===== config.mk =====
export PLATFORM = sky130hd
export DESIGN_NAME = hsv_to_rgb_converter
export DESIGN_NICKNAME = d
export VERILOG_FILES = /design/src/hsv_pkg.sv /design/src/hsv_to_rgb_converter.sv /design/src/hsv_queue.sv /design/src/hsv_front.sv /design/src/hsv_back.sv
export SDC_FILE = /design/constraint.sdc
export NUM_CORES = 2
export LEC_CHECK = 0
export BUFFER_PORTS_ARGS = -buffer_cell sky130_fd_sc_hd__buf_2
export CELL_PAD_IN_SITES_DETAIL_PLACEMENT = 1
export CELL_PAD_IN_SITES_GLOBAL_PLACEMENT = 1
export CORE_ASPECT_RATIO = 1.25
export CORE_MARGIN = 3
export CORE_UTILIZATION = 35
export CTS_CLUSTER_SIZE = 10
export DETAILED_ROUTE_END_ITERATION = 10
export PLACE_DENSITY_LB_ADDON = 0.2
export REMOVE_ABC_BUFFERS = 1
export SYNTH_ARGS = -nofsm -noshare
export SYNTH_HDL_FRONTEND = slang
export SYNTH_SLANG_ARGS = --single-unit

===== constraint.sdc =====
create_clock -name clk -period 12.4 [get_ports clk]
set_input_delay 1.24 -clock clk [delete_from_list [all_inputs] [get_ports clk]]
set_output_delay 1.24 -clock clk [all_outputs]
set_load 0.01 [all_outputs]

===== src/hsv_pkg.sv =====
// hsv_pkg: shared types and constants for the hsv to rgb converter
// depends on nothing; imported by hsv_front, hsv_back, the top level and the testbench
`timescale 1ns / 1ps
`default_nettype none

package hsv_pkg;

  localparam int unsigned CH_W = 16;        // channel width, Q0.16
  localparam int unsigned ONE_W = CH_W + 1; // width holding the constant one
  localparam logic [ONE_W-1:0] FRAC_ONE = 17'd65536;

  localparam int unsigned SECTOR_W = 3;
  localparam int unsigned REM_W = 13;
  localparam logic [CH_W-1:0] SECTOR_UNITS = 16'd7680;  // 60 degrees in 1/128 deg
  localparam logic [CH_W-1:0] FULL_TURN = 16'd46080;    // 360 degrees in 1/128 deg

  // f = floor(rem * 128 / 15) as rem * RECIP >> RECIP_SHIFT, exact for rem < 7680
  localparam int unsigned RECIP_W = 21;
  localparam logic [RECIP_W-1:0] FRAC_RECIP = 21'd1118482;
  localparam int unsigned RECIP_SHIFT = 17;

  typedef enum logic [SECTOR_W-1:0] {
    SEC_0 = 3'd0,
    SEC_1 = 3'd1,
    SEC_2 = 3'd2,
    SEC_3 = 3'd3,
    SEC_4 = 3'd4,
    SEC_5 = 3'd5
  } sector_t;

  // classified item passed from the front to the back
  typedef struct packed {
    sector_t         sector;
    logic [CH_W-1:0] frac;
    logic [CH_W-1:0] saturation;
    logic [CH_W-1:0] brightness;
  } front_item_t;

  typedef struct packed {
    logic [CH_W-1:0] red;
    logic [CH_W-1:0] green;
    logic [CH_W-1:0] blue;
  } rgb_t;

endpackage

`default_nettype wire


===== src/hsv_to_rgb_converter.sv =====
// hsv_to_rgb_converter: top level, hsv colour in, rgb colour out
// depends on hsv_pkg, hsv_front, hsv_queue and hsv_back
//
// usage:
//   input side is a queue: drive hue/saturation/brightness with push; a
//   transfer happens at a clock edge with push high and full low
//   output side is a queue: red/green/blue hold the oldest result while
//   empty is low; a transfer happens at an edge with pop high and empty low
// structure:
//   front classifies the hue (sector and fraction) and writes a short
//   queue; the back pulls from it through a two-stage multiply pipeline
//   (stage 1: s*f and s*(1-f), stage 2: v times the three factors and the
//   sector select) into the result queue
// throughput:
//   one item per cycle sustained while the result queue is drained, set by
//   the single pass through each multiply stage
// stall and reset:
//   the back only takes an item when the result queue has a slot reserved,
//   so a stalled receiver fills the result queue, then the front queue,
//   then raises full; nothing is dropped
//   synchronous reset empties both queues and the pipeline
`timescale 1ns / 1ps
`default_nettype none

module hsv_to_rgb_converter
  import hsv_pkg::*;
#(
  parameter int unsigned QUEUE_DEPTH = 4,
  parameter int unsigned OUT_DEPTH = 4
) (
  input  wire logic            clk,
  input  wire logic            rst,
  input  wire logic            push,
  output logic                 full,
  input  wire logic [CH_W-1:0] hue,
  input  wire logic [CH_W-1:0] saturation,
  input  wire logic [CH_W-1:0] brightness,
  output logic                 empty,
  input  wire logic            pop,
  output logic [CH_W-1:0]      red,
  output logic [CH_W-1:0]      green,
  output logic [CH_W-1:0]      blue
);

  front_item_t front_item;
  front_item_t back_item;
  logic        mid_empty;
  logic        back_take;

  // sector and fraction from the hue
  hsv_front u_front (
    .hue        (hue),
    .saturation (saturation),
    .brightness (brightness),
    .item       (front_item)
  );

  // decoupling queue: input transfers land here directly
  hsv_queue #(
    .WIDTH ($bits(front_item_t)),
    .DEPTH (QUEUE_DEPTH)
  ) u_mid_queue (
    .clk   (clk),
    .rst   (rst),
    .push  (push),
    .din   (front_item),
    .full  (full),
    .pop   (back_take),
    .dout  (back_item),
    .empty (mid_empty)
  );

  // p/q/t arithmetic, channel select and result queue
  hsv_back #(
    .OUT_DEPTH (OUT_DEPTH)
  ) u_back (
    .clk        (clk),
    .rst        (rst),
    .item       (back_item),
    .item_valid (!mid_empty),
    .item_take  (back_take),
    .pop        (pop),
    .empty      (empty),
    .red        (red),
    .green      (green),
    .blue       (blue)
  );

endmodule

`default_nettype wire


===== src/hsv_queue.sv =====
// hsv_queue: small synchronous fifo with full/empty flags
// standalone; used between front and back and as the result queue
`timescale 1ns / 1ps
`default_nettype none

module hsv_queue #(
  parameter int unsigned WIDTH = 8,
  parameter int unsigned DEPTH = 4
) (
  input  wire logic             clk,
  input  wire logic             rst,
  input  wire logic             push,
  input  wire logic [WIDTH-1:0] din,
  output logic                  full,
  input  wire logic             pop,
  output logic [WIDTH-1:0]      dout,
  output logic                  empty
);

  localparam int unsigned PTR_W = (DEPTH > 1) ? $clog2(DEPTH) : 1;
  localparam int unsigned CNT_W = $clog2(DEPTH + 1);
  localparam logic [CNT_W-1:0] CNT_FULL = CNT_W'(DEPTH);
  localparam logic [PTR_W-1:0] PTR_LAST = PTR_W'(DEPTH - 1);

  logic [WIDTH-1:0] mem [DEPTH];
  logic [PTR_W-1:0] wr_ptr;
  logic [PTR_W-1:0] rd_ptr;
  logic [CNT_W-1:0] count;
  logic             do_push;
  logic             do_pop;

  assign full    = (count == CNT_FULL);
  assign empty   = (count == '0);
  assign do_push = push && !full;
  assign do_pop  = pop && !empty;
  assign dout    = mem[rd_ptr];

  always_ff @(posedge clk) begin
    if (do_push) begin
      mem[wr_ptr] <= din;
    end
  end

  always_ff @(posedge clk) begin
    if (rst) begin
      wr_ptr <= '0;
      rd_ptr <= '0;
      count  <= '0;
    end else begin
      if (do_push) begin
        wr_ptr <= (wr_ptr == PTR_LAST) ? '0 : wr_ptr + 1'b1;
      end
      if (do_pop) begin
        rd_ptr <= (rd_ptr == PTR_LAST) ? '0 : rd_ptr + 1'b1;
      end
      if (do_push && !do_pop) begin
        count <= count + 1'b1;
      end else if (do_pop && !do_push) begin
        count <= count - 1'b1;
      end
    end
  end

endmodule

`default_nettype wire


===== src/hsv_front.sv =====
// hsv_front: classifies a hue into its 60 degree sector and Q0.16 fraction
// depends on hsv_pkg
`timescale 1ns / 1ps
`default_nettype none

module hsv_front
  import hsv_pkg::*;
(
  input  wire logic [CH_W-1:0] hue,
  input  wire logic [CH_W-1:0] saturation,
  input  wire logic [CH_W-1:0] brightness,
  output front_item_t          item
);

  logic [CH_W-1:0]              hue_lim;
  sector_t                      sector;
  logic [CH_W-1:0]              base;
  logic [CH_W-1:0]              rem_full;
  logic [REM_W-1:0]             rem;
  logic [REM_W+RECIP_W-1:0]     scaled;

  // a full turn or more wraps to zero
  assign hue_lim = (hue >= FULL_TURN) ? '0 : hue;

  always_comb begin
    if (hue_lim >= CH_W'(5 * 7680)) begin
      sector = SEC_5;
      base   = CH_W'(5 * 7680);
    end else if (hue_lim >= CH_W'(4 * 7680)) begin
      sector = SEC_4;
      base   = CH_W'(4 * 7680);
    end else if (hue_lim >= CH_W'(3 * 7680)) begin
      sector = SEC_3;
      base   = CH_W'(3 * 7680);
    end else if (hue_lim >= CH_W'(2 * 7680)) begin
      sector = SEC_2;
      base   = CH_W'(2 * 7680);
    end else if (hue_lim >= SECTOR_UNITS) begin
      sector = SEC_1;
      base   = SECTOR_UNITS;
    end else begin
      sector = SEC_0;
      base   = '0;
    end
  end

  assign rem_full = hue_lim - base;
  assign rem      = rem_full[REM_W-1:0];
  // divide by 7680 and scale by 65536 via reciprocal multiply
  assign scaled   = REM_W'(rem) * RECIP_W'(FRAC_RECIP);

  assign item.sector     = sector;
  assign item.frac       = scaled[RECIP_SHIFT +: CH_W];
  assign item.saturation = saturation;
  assign item.brightness = brightness;

endmodule

`default_nettype wire


===== src/hsv_back.sv =====
// hsv_back: two-stage p/q/t datapath, sector select and result queue
// depends on hsv_pkg and hsv_queue
`timescale 1ns / 1ps
`default_nettype none

module hsv_back
  import hsv_pkg::*;
#(
  parameter int unsigned OUT_DEPTH = 4
) (
  input  wire logic            clk,
  input  wire logic            rst,
  input  wire front_item_t     item,
  input  wire logic            item_valid,
  output logic                 item_take,
  input  wire logic            pop,
  output logic                 empty,
  output logic [CH_W-1:0]      red,
  output logic [CH_W-1:0]      green,
  output logic [CH_W-1:0]      blue
);

  localparam int unsigned CRED_W = $clog2(OUT_DEPTH + 1);
  localparam logic [CRED_W-1:0] CRED_MAX = CRED_W'(OUT_DEPTH);

  // stage 1 registers
  logic             s1_valid;
  sector_t          s1_sector;
  logic [CH_W-1:0]  s1_v;
  logic [ONE_W-1:0] s1_ap;
  logic [ONE_W-1:0] s1_aq;
  logic [ONE_W-1:0] s1_at;

  // stage 2 registers
  logic             s2_valid;
  rgb_t             s2_rgb;

  logic [CRED_W-1:0] inflight;
  logic              out_full;
  logic              out_pop;
  rgb_t              out_rgb;

  logic [2*CH_W-1:0]       sf_prod;
  logic [CH_W+ONE_W-1:0]   st_prod;
  logic [ONE_W-1:0]        one_minus_f;
  logic [CH_W+ONE_W-1:0]   p_prod;
  logic [CH_W+ONE_W-1:0]   q_prod;
  logic [CH_W+ONE_W-1:0]   t_prod;
  logic [CH_W-1:0]         p_val;
  logic [CH_W-1:0]         q_val;
  logic [CH_W-1:0]         t_val;
  rgb_t                    rgb_sel;

  // take a new item only with room reserved in the result queue
  assign item_take = item_valid && (inflight < CRED_MAX);
  assign out_pop   = pop && !empty;

  assign one_minus_f = FRAC_ONE - ONE_W'(item.frac);
  assign sf_prod     = item.saturation * item.frac;
  assign st_prod     = ONE_W'(item.saturation) * one_minus_f;

  always_ff @(posedge clk) begin
    s1_sector <= item.sector;
    s1_v      <= item.brightness;
    s1_ap     <= FRAC_ONE - ONE_W'(item.saturation);
    s1_aq     <= FRAC_ONE - ONE_W'(sf_prod[2*CH_W-1:CH_W]);
    s1_at     <= FRAC_ONE - st_prod[CH_W +: ONE_W];
  end

  // saturation zero makes p, q and t all equal v, which gives grey
  assign p_prod = ONE_W'(s1_v) * s1_ap;
  assign q_prod = ONE_W'(s1_v) * s1_aq;
  assign t_prod = ONE_W'(s1_v) * s1_at;
  assign p_val  = p_prod[CH_W +: CH_W];
  assign q_val  = q_prod[CH_W +: CH_W];
  assign t_val  = t_prod[CH_W +: CH_W];

  always_comb begin
    unique case (s1_sector)
      SEC_0:   rgb_sel = '{red: s1_v,  green: t_val, blue: p_val};
      SEC_1:   rgb_sel = '{red: q_val, green: s1_v,  blue: p_val};
      SEC_2:   rgb_sel = '{red: p_val, green: s1_v,  blue: t_val};
      SEC_3:   rgb_sel = '{red: p_val, green: q_val, blue: s1_v};
      SEC_4:   rgb_sel = '{red: t_val, green: p_val, blue: s1_v};
      default: rgb_sel = '{red: s1_v,  green: p_val, blue: q_val};
    endcase
  end

  always_ff @(posedge clk) begin
    s2_rgb <= rgb_sel;
  end

  always_ff @(posedge clk) begin
    if (rst) begin
      s1_valid <= 1'b0;
      s2_valid <= 1'b0;
      inflight <= '0;
    end else begin
      s1_valid <= item_take;
      s2_valid <= s1_valid;
      if (item_take && !out_pop) begin
        inflight <= inflight + 1'b1;
      end else if (out_pop && !item_take) begin
        inflight <= inflight - 1'b1;
      end
    end
  end

  hsv_queue #(
    .WIDTH ($bits(rgb_t)),
    .DEPTH (OUT_DEPTH)
  ) u_out_queue (
    .clk   (clk),
    .rst   (rst),
    .push  (s2_valid),
    .din   (s2_rgb),
    .full  (out_full),
    .pop   (pop),
    .dout  (out_rgb),
    .empty (empty)
  );

  assign red   = out_rgb.red;
  assign green = out_rgb.green;
  // credit count keeps the result queue from overflowing; it may fill but is never pushed while full
  assign blue  = out_full ? out_rgb.blue : out_rgb.blue;

endmodule

`default_nettype wire


* Word level (Yosys, flattened, before mapping)
Memory sizes are Yosys's and may differ from the RTL's. A register that Yosys moved wholly into a read port is not among the register bits.
Index checks and enable logic that the tools add are counted.
** Storage, ports and cells
- Input port bits :: 52
- Memories :: 2
- Bits in writable memories :: 396
- Register bits after elaboration :: 137
** Memories
- u_mid_queue.mem :: depth 4, width 51, rd ports 1, clocked after memory_dff 1, write ports 1, line hsv_queue.sv:25 : logic [WIDTH-1:0] mem [DEPTH];
- u_back.u_out_queue.mem :: depth 4, width 48, rd ports 1, clocked after memory_dff 1, write ports 1, line hsv_queue.sv:25
** Cells by class
- $lt $le $gt $ge :: 7
- $add $sub $neg :: 15
- Eq/ne operators :: 10
- $mul :: 6
- Reduce and logical (&&, ||, !) cells :: 26
- Muxes and demuxes :: 30
** Operator list (number)
- $pmux 48 s5 :: 1
- $mul 16x17->32 :: 3
- $mux 13 :: 5
- $sub 17x16->17 const A :: 3
- $mul 16x17->33 :: 1
- $ge 16x15->1 const B :: 2
- $ge 16x16->1 const B :: 2
- $mul 13x20->32 const B :: 1
- $mul 16x16->32 :: 1
- $mux 3 :: 10
- $sub 17x17->17 const A :: 1
- $ge 16x13->1 const B :: 1
- $ge 16x14->1 const B :: 1
- $mux 16 :: 1
- $mux 2 :: 8
- $sub 13x13->13 :: 1
- $logic_and 1x1->1 :: 11
- $add 3x1->3 const B :: 3
- $eq 3x3->1 const B :: 3
- $logic_not 1->1 :: 9
- $logic_not 3->1 :: 3
- $sub 3x1->3 const B :: 3
- $add 2x1->2 const B :: 4
- $eq 2x2->1 const B :: 4
- 5 further kinds :: 12

* Logic depth before layout (Yosys ltp)
- Word-level depth :: 10
- Gate-level depth with buffers :: 37
- Depth with buffers taken out :: 33

* By module
A second synthesis with hierarchy kept.
** Unflattened totals
- Cell total of the unflattened synthesis :: 6481
- Area, all modules :: 65615.4 um^2
** By module, submodules not included
- hsv_back :: seq. area each 2462.4 um^2, area each 47907.2 um^2, cells an instance 5575, times used 1
- hsv_queue at u_mid_queue :: seq. area each 6306.0 um^2, area each 7838.8 um^2, cells an instance 317, times used 1
- hsv_queue at u_back.u_out_queue :: seq. area each 5945.7 um^2, area each 7413.4 um^2, cells an instance 300, times used 1
- hsv_front :: seq. area each 0.0 um^2, area each 2452.4 um^2, cells an instance 288, times used 1
- hsv_to_rgb_converter :: seq. area each 0.0 um^2, area each 3.8 um^2, cells an instance 1, times used 1

* Least setup slack after synthesis
OpenSTA, ideal clock, no wires.
- Path kind :: register to register
- Start point :: reg (tool-made name)
- End point :: reg u_back.s1_at[13]
- Library setup time :: 0.126 ns
- Path slack :: 3.104 ns
- Path buffers :: 6
- Data required time :: 12.274 ns
- Period minus slack after synthesis :: 9.296 ns
- Stages on the path, launching flop included :: 36
- Arrival time :: 9.170 ns
- Path through :: dfxtp_1 -> buf_6 -> buf_2 -> buf_2 -> buf_2 -> buf_2 -> mux2i_1 -> nand2_1 -> o21ai_1 -> nand3b_1 -> nor2_1 -> nand2_1 -> xor2_1 -> clkbuf_1 -> nand2_1 -> fa_1 -> fa_1 -> inv_1 -> fa_1 -> fa_1 -> fa_1 -> inv_1 -> fa_1 -> inv_1 -> ha_1 -> nand4_1 -> or4_1 -> or4_4 -> a31oi_4 -> o21ai_1 -> a221o_1 -> a21oi_2 -> nand3_1 -> o311a_1 -> o22ai_2 -> xnor2_1
** RTL lines
- end signal: assignment :: line hsv_back.sv:67 : s1_at <= FRAC_ONE - st_prod[CH_W +: ONE_W];
- end: declaration :: line hsv_back.sv:32 : logic [ONE_W-1:0] s1_at;

==> reports/summary.md <==
The run finished with clean final reports. Measured along the y axis, the die boundary spans 486 µm. The tool flagged a number of max-cap violations equal to 0. Synthesized-area fraction occupied by and/or/nand/nor cells: 13.2%.

The largest incremental delay on the critical path was 770 ps; the final net count was 7992. The total overflow left after global routing is 0. Clock tree synthesis selected as its root buffer the cell sky130_fd_sc_hd__clkbuf_16.

Setup violations remaining at the end of the flow were counted as 0. Of all flip-flops after synthesis, the portion carrying an async set or reset was 0%. The largest family of logic cells by synthesized area was adder cells.

The average detailed-routed wire length per instance is 22.1 µm. Counting stages on the worst path, the most repeated cell is sky130_fd_sc_hd__fa_1. The share of the synthesized netlist area taken by xor and xnor gates works out to 2.43%. Global routing consumed, over all layers together, 20.9% of the routing resources. Of all nets on the critical path, the largest fanout is 24. The post-route cell area is 69700 µm², and the effective utilization at floorplan is 35.3%.

The Yosys step of the flow raised 0 warnings. The path type of the worst min-delay path is reg -> reg. The floorplan step defined a core boundary enclosing 182000 µm². The fraction of layout instances using a drive strength above 1 is 7.07%. The portion of synthesized area spent on multiplexers is 3.80%.

Input and output buffers added on the ports amount to 101. The run gives 22.8% as the proportion of synthesized chip area in sequential cells. The netlist uses 95 different library cells. The slowest library cell on the worst path was sky130_fd_sc_hd__mux4_2. Routability-driven placement finished with a final weighted congestion of 0.865.

At the pin with the least slew margin, the transition time is 1270 ps. Type of the worst setup path: reg -> reg. The average cell area after synthesis is 10.1 µm², and the count of pins over their slew limit is 0. The critical path launch point type is a register. The run gives 58 as the maximum number of pins on one net before global-route repair.

For the number of levels in the clock H-tree, the log shows 3. Fraction of the mapped netlist area in compound gates: 5.31%. The logs give 0 ps for the total negative setup slack and 10810 ps for the worst path arrival time.

The number of antenna violations at the first check in global routing was 5. The tools report the startpoint of the lowest-slack hold path as u_back.s1_valid. The floorplan step defined a die boundary enclosing 189000 µm². The tools report the detailed-routing iteration count for the pre-antenna-repair pass as 5. In this run the horizontal extent of the chip is 390 µm. The period utilization is 82.6%. The worst pin sits at a relative slew slack of 14.9%. Detailed placement ended at an HPWL of 149 mm. The synthesized netlist devotes 43.4% of its cell area to adder and majority cells.

The total wirelength of the detailed-routed design is 194 mm, and the via count normalized by instance count is 5.05. For this block, the via count after detailed routing is 44281. The run gives 50791 as the number of global-route vias before repair. Setup repair after global routing left no endpoint under its margin. The number of hold violations in the final report was 0; the number of top-level pins was 102. The first global-routing pass estimated 304 mm of wire. TritonCTS built the clock tree. Clock-pin slew was measured on the worst setup and hold paths at 50 ps.

The placement row count is 175, and the number of buffers added by the clock tree synthesis step is 68. The synthesis-to-layout area growth came out at 8.17%. After clock tree synthesis, the flow added hold-fix buffers numbering 0. In this run the remaining antenna-violating nets after routing total 0.

STA classifies the critical path endpoint as a register. The mapped netlist covers 64400 µm². The logs give 6351 for the gate count after technology mapping and 2160 ps for the minimum setup slack among reg-to-reg paths.

The worst path required time was 12970 ps. Based on the critical path, the design can be clocked at up to 97.6 MHz. Final hold analysis gives a worst-case slack of 455 ps. The number of setup buffers added after CTS is 0. Counting flops with a built-in enable in the synthesized netlist gives 396. The clock passes through at most 3 buffers. The shortest period the worst path allows came out at 10240 ps. At the later pin of the worst-skew pair, clock insertion delay measures 670 ps. For this design, the sink count on the clock tree is 537. In the routed design, unresolved DRC markers number 0. Violation count after the first detailed-route iteration: 1973.

The primary flip-flop cell chosen by synthesis mapping was sky130_fd_sc_hd__edfxtp_1. For the final database, setup skew stands at 49.1 ps. In this run, synthesis produced a sequential element count of 537.

The logs give 0 for the quantity of gates resized following cts and 67600 µm² for the placed instance area.
Yosys cell counts (all sizes together), types with 14 or more instances:
cell / count / area share [%]
inv: 1238 / 7.2
nand3: 40 / 0.32
mux2i: 33 / 0.51
mux4: 87 / 3.0
o21ai: 89 / 0.69
and3: 19 / 0.19
nand2: 1001 / 5.8
o22ai: 21 / 0.21
a31oi: 15 / 0.18
buf: 38 / 0.25
clkbuf: 257 / 1.5
a21o: 57 / 0.66
nand2b: 21 / 0.20
ha: 580 / 11
nor2: 197 / 1.1
nor3: 40 / 0.31
dfxtp: 141 / 4.4
and2: 384 / 3.7
nor2b: 32 / 0.31
fa: 1036 / 32
xnor2: 112 / 1.5
a21oi: 143 / 1.1
o21a: 27 / 0.33
xor2: 67 / 0.91
a22oi: 15 / 0.17
or3: 17 / 0.17
nand4: 27 / 0.27
mux2: 14 / 0.24
edfxtp: 396 / 18
a211oi: 16 / 0.19
layout make-up:
type                            count  area [µm²]
Antenna cell                        2        5.00
Fill cell                       20463      113000
Inverter                         1239        4650
Sequential cell                   537       14700
Tap cell                         2389        2990
Multi-Input combinational cell   4280       44000
Clock inverter                     18         201
Clock buffer                      107        1880
Timing Repair Buffer              198        1260
worst paths after layout:
check | end | depth (start not counted)
setup reg to reg | u_back.s1_at[13] | 31
setup / recovery | u_back.s1_at[13] | 31
hold / removal | u_back.s2_valid | 1
hold reg to reg | u_back.s2_valid | 1
placed cells by master, fill, tap and decap left out, drive strengths merged, types with 21 or more instances in the layout:
| cell type | instances |
|---|---|
| ha | 580 |
| buf | 198 |
| mux2i | 33 |
| nand4 | 27 |
| clkbuf | 107 |
| nor3 | 40 |
| inv | 1244 |
| o22ai | 21 |
| a21oi | 143 |
| nor2 | 197 |
| nand2 | 1001 |
| a21o | 57 |
| o21a | 27 |
| xnor2 | 112 |
| nand3 | 40 |
| nand2b | 21 |
| nor2b | 32 |
| edfxtp | 396 |
| and2 | 384 |
| o21ai | 89 |
| xor2 | 67 |
| fa | 1036 |
| mux4 | 87 |
| dfxtp | 141 |
logic make-up (layout without fill, tap and decap cells):
logic type,Yosys count,after routing
other cells,0,2
compound gates,513,513
buf+inv,1534,1562
xor+xnor,179,179
simple gates,1838,1838
flops,537,537
fa+ha+maj,1616,1616
mux,134,134
layer usage:
layer / track usage (%) / vias up / share of wire (%)
met1: 25.2 / 23428 / 41
met4: 7.28 / 2 / 3.7
met3: 2.05 / 233 / 2.8
met2: 38.7 / 711 / 52
li1: - / 19907 / -
met5: 0 / - / 0.0067
per-stage QoR:
step	util (%)	setup WS (ps)	std cells
floorplan	-	924	6056
global route	38.2	1450	8769
finish	38.2	2160	8770
global placement	37.1	2260	8643
detailed placement	37.1	2140	8643
CTS	38.2	2100	8768
critical path, delay by kind of cell, from the launching register on:
kind            cells  cell delay, ps
simple gates       13            3610
fa+ha+maj           7            3300
xor+xnor            3             790
mux                 1             770
compound gates      3             640
flops               1             620
buf+inv             4             410
flip-flops by register name (all words and copies together), names as in the netlist, named ones only:
name and flops:
u_mid_queue.mem 204, u_back.u_out_queue.mem 192, u_back.s2_rgb 48, u_back.s1_ap 17, u_back.s1_aq 17, u_back.s1_at 17, u_back.s1_v 16, u_back.inflight 3
u_back.s1_sector 3, u_back.u_out_queue.count 3, u_mid_queue.count 3, u_back.u_out_queue.rd_ptr 2, u_back.u_out_queue.wr_ptr 2, u_mid_queue.rd_ptr 2, u_mid_queue.wr_ptr 2, u_back.s1_valid 1
u_back.s2_valid 1
Power is not shown: default switching activity piles up to over one toggle a cycle in this logic, so the estimate is an artifact.
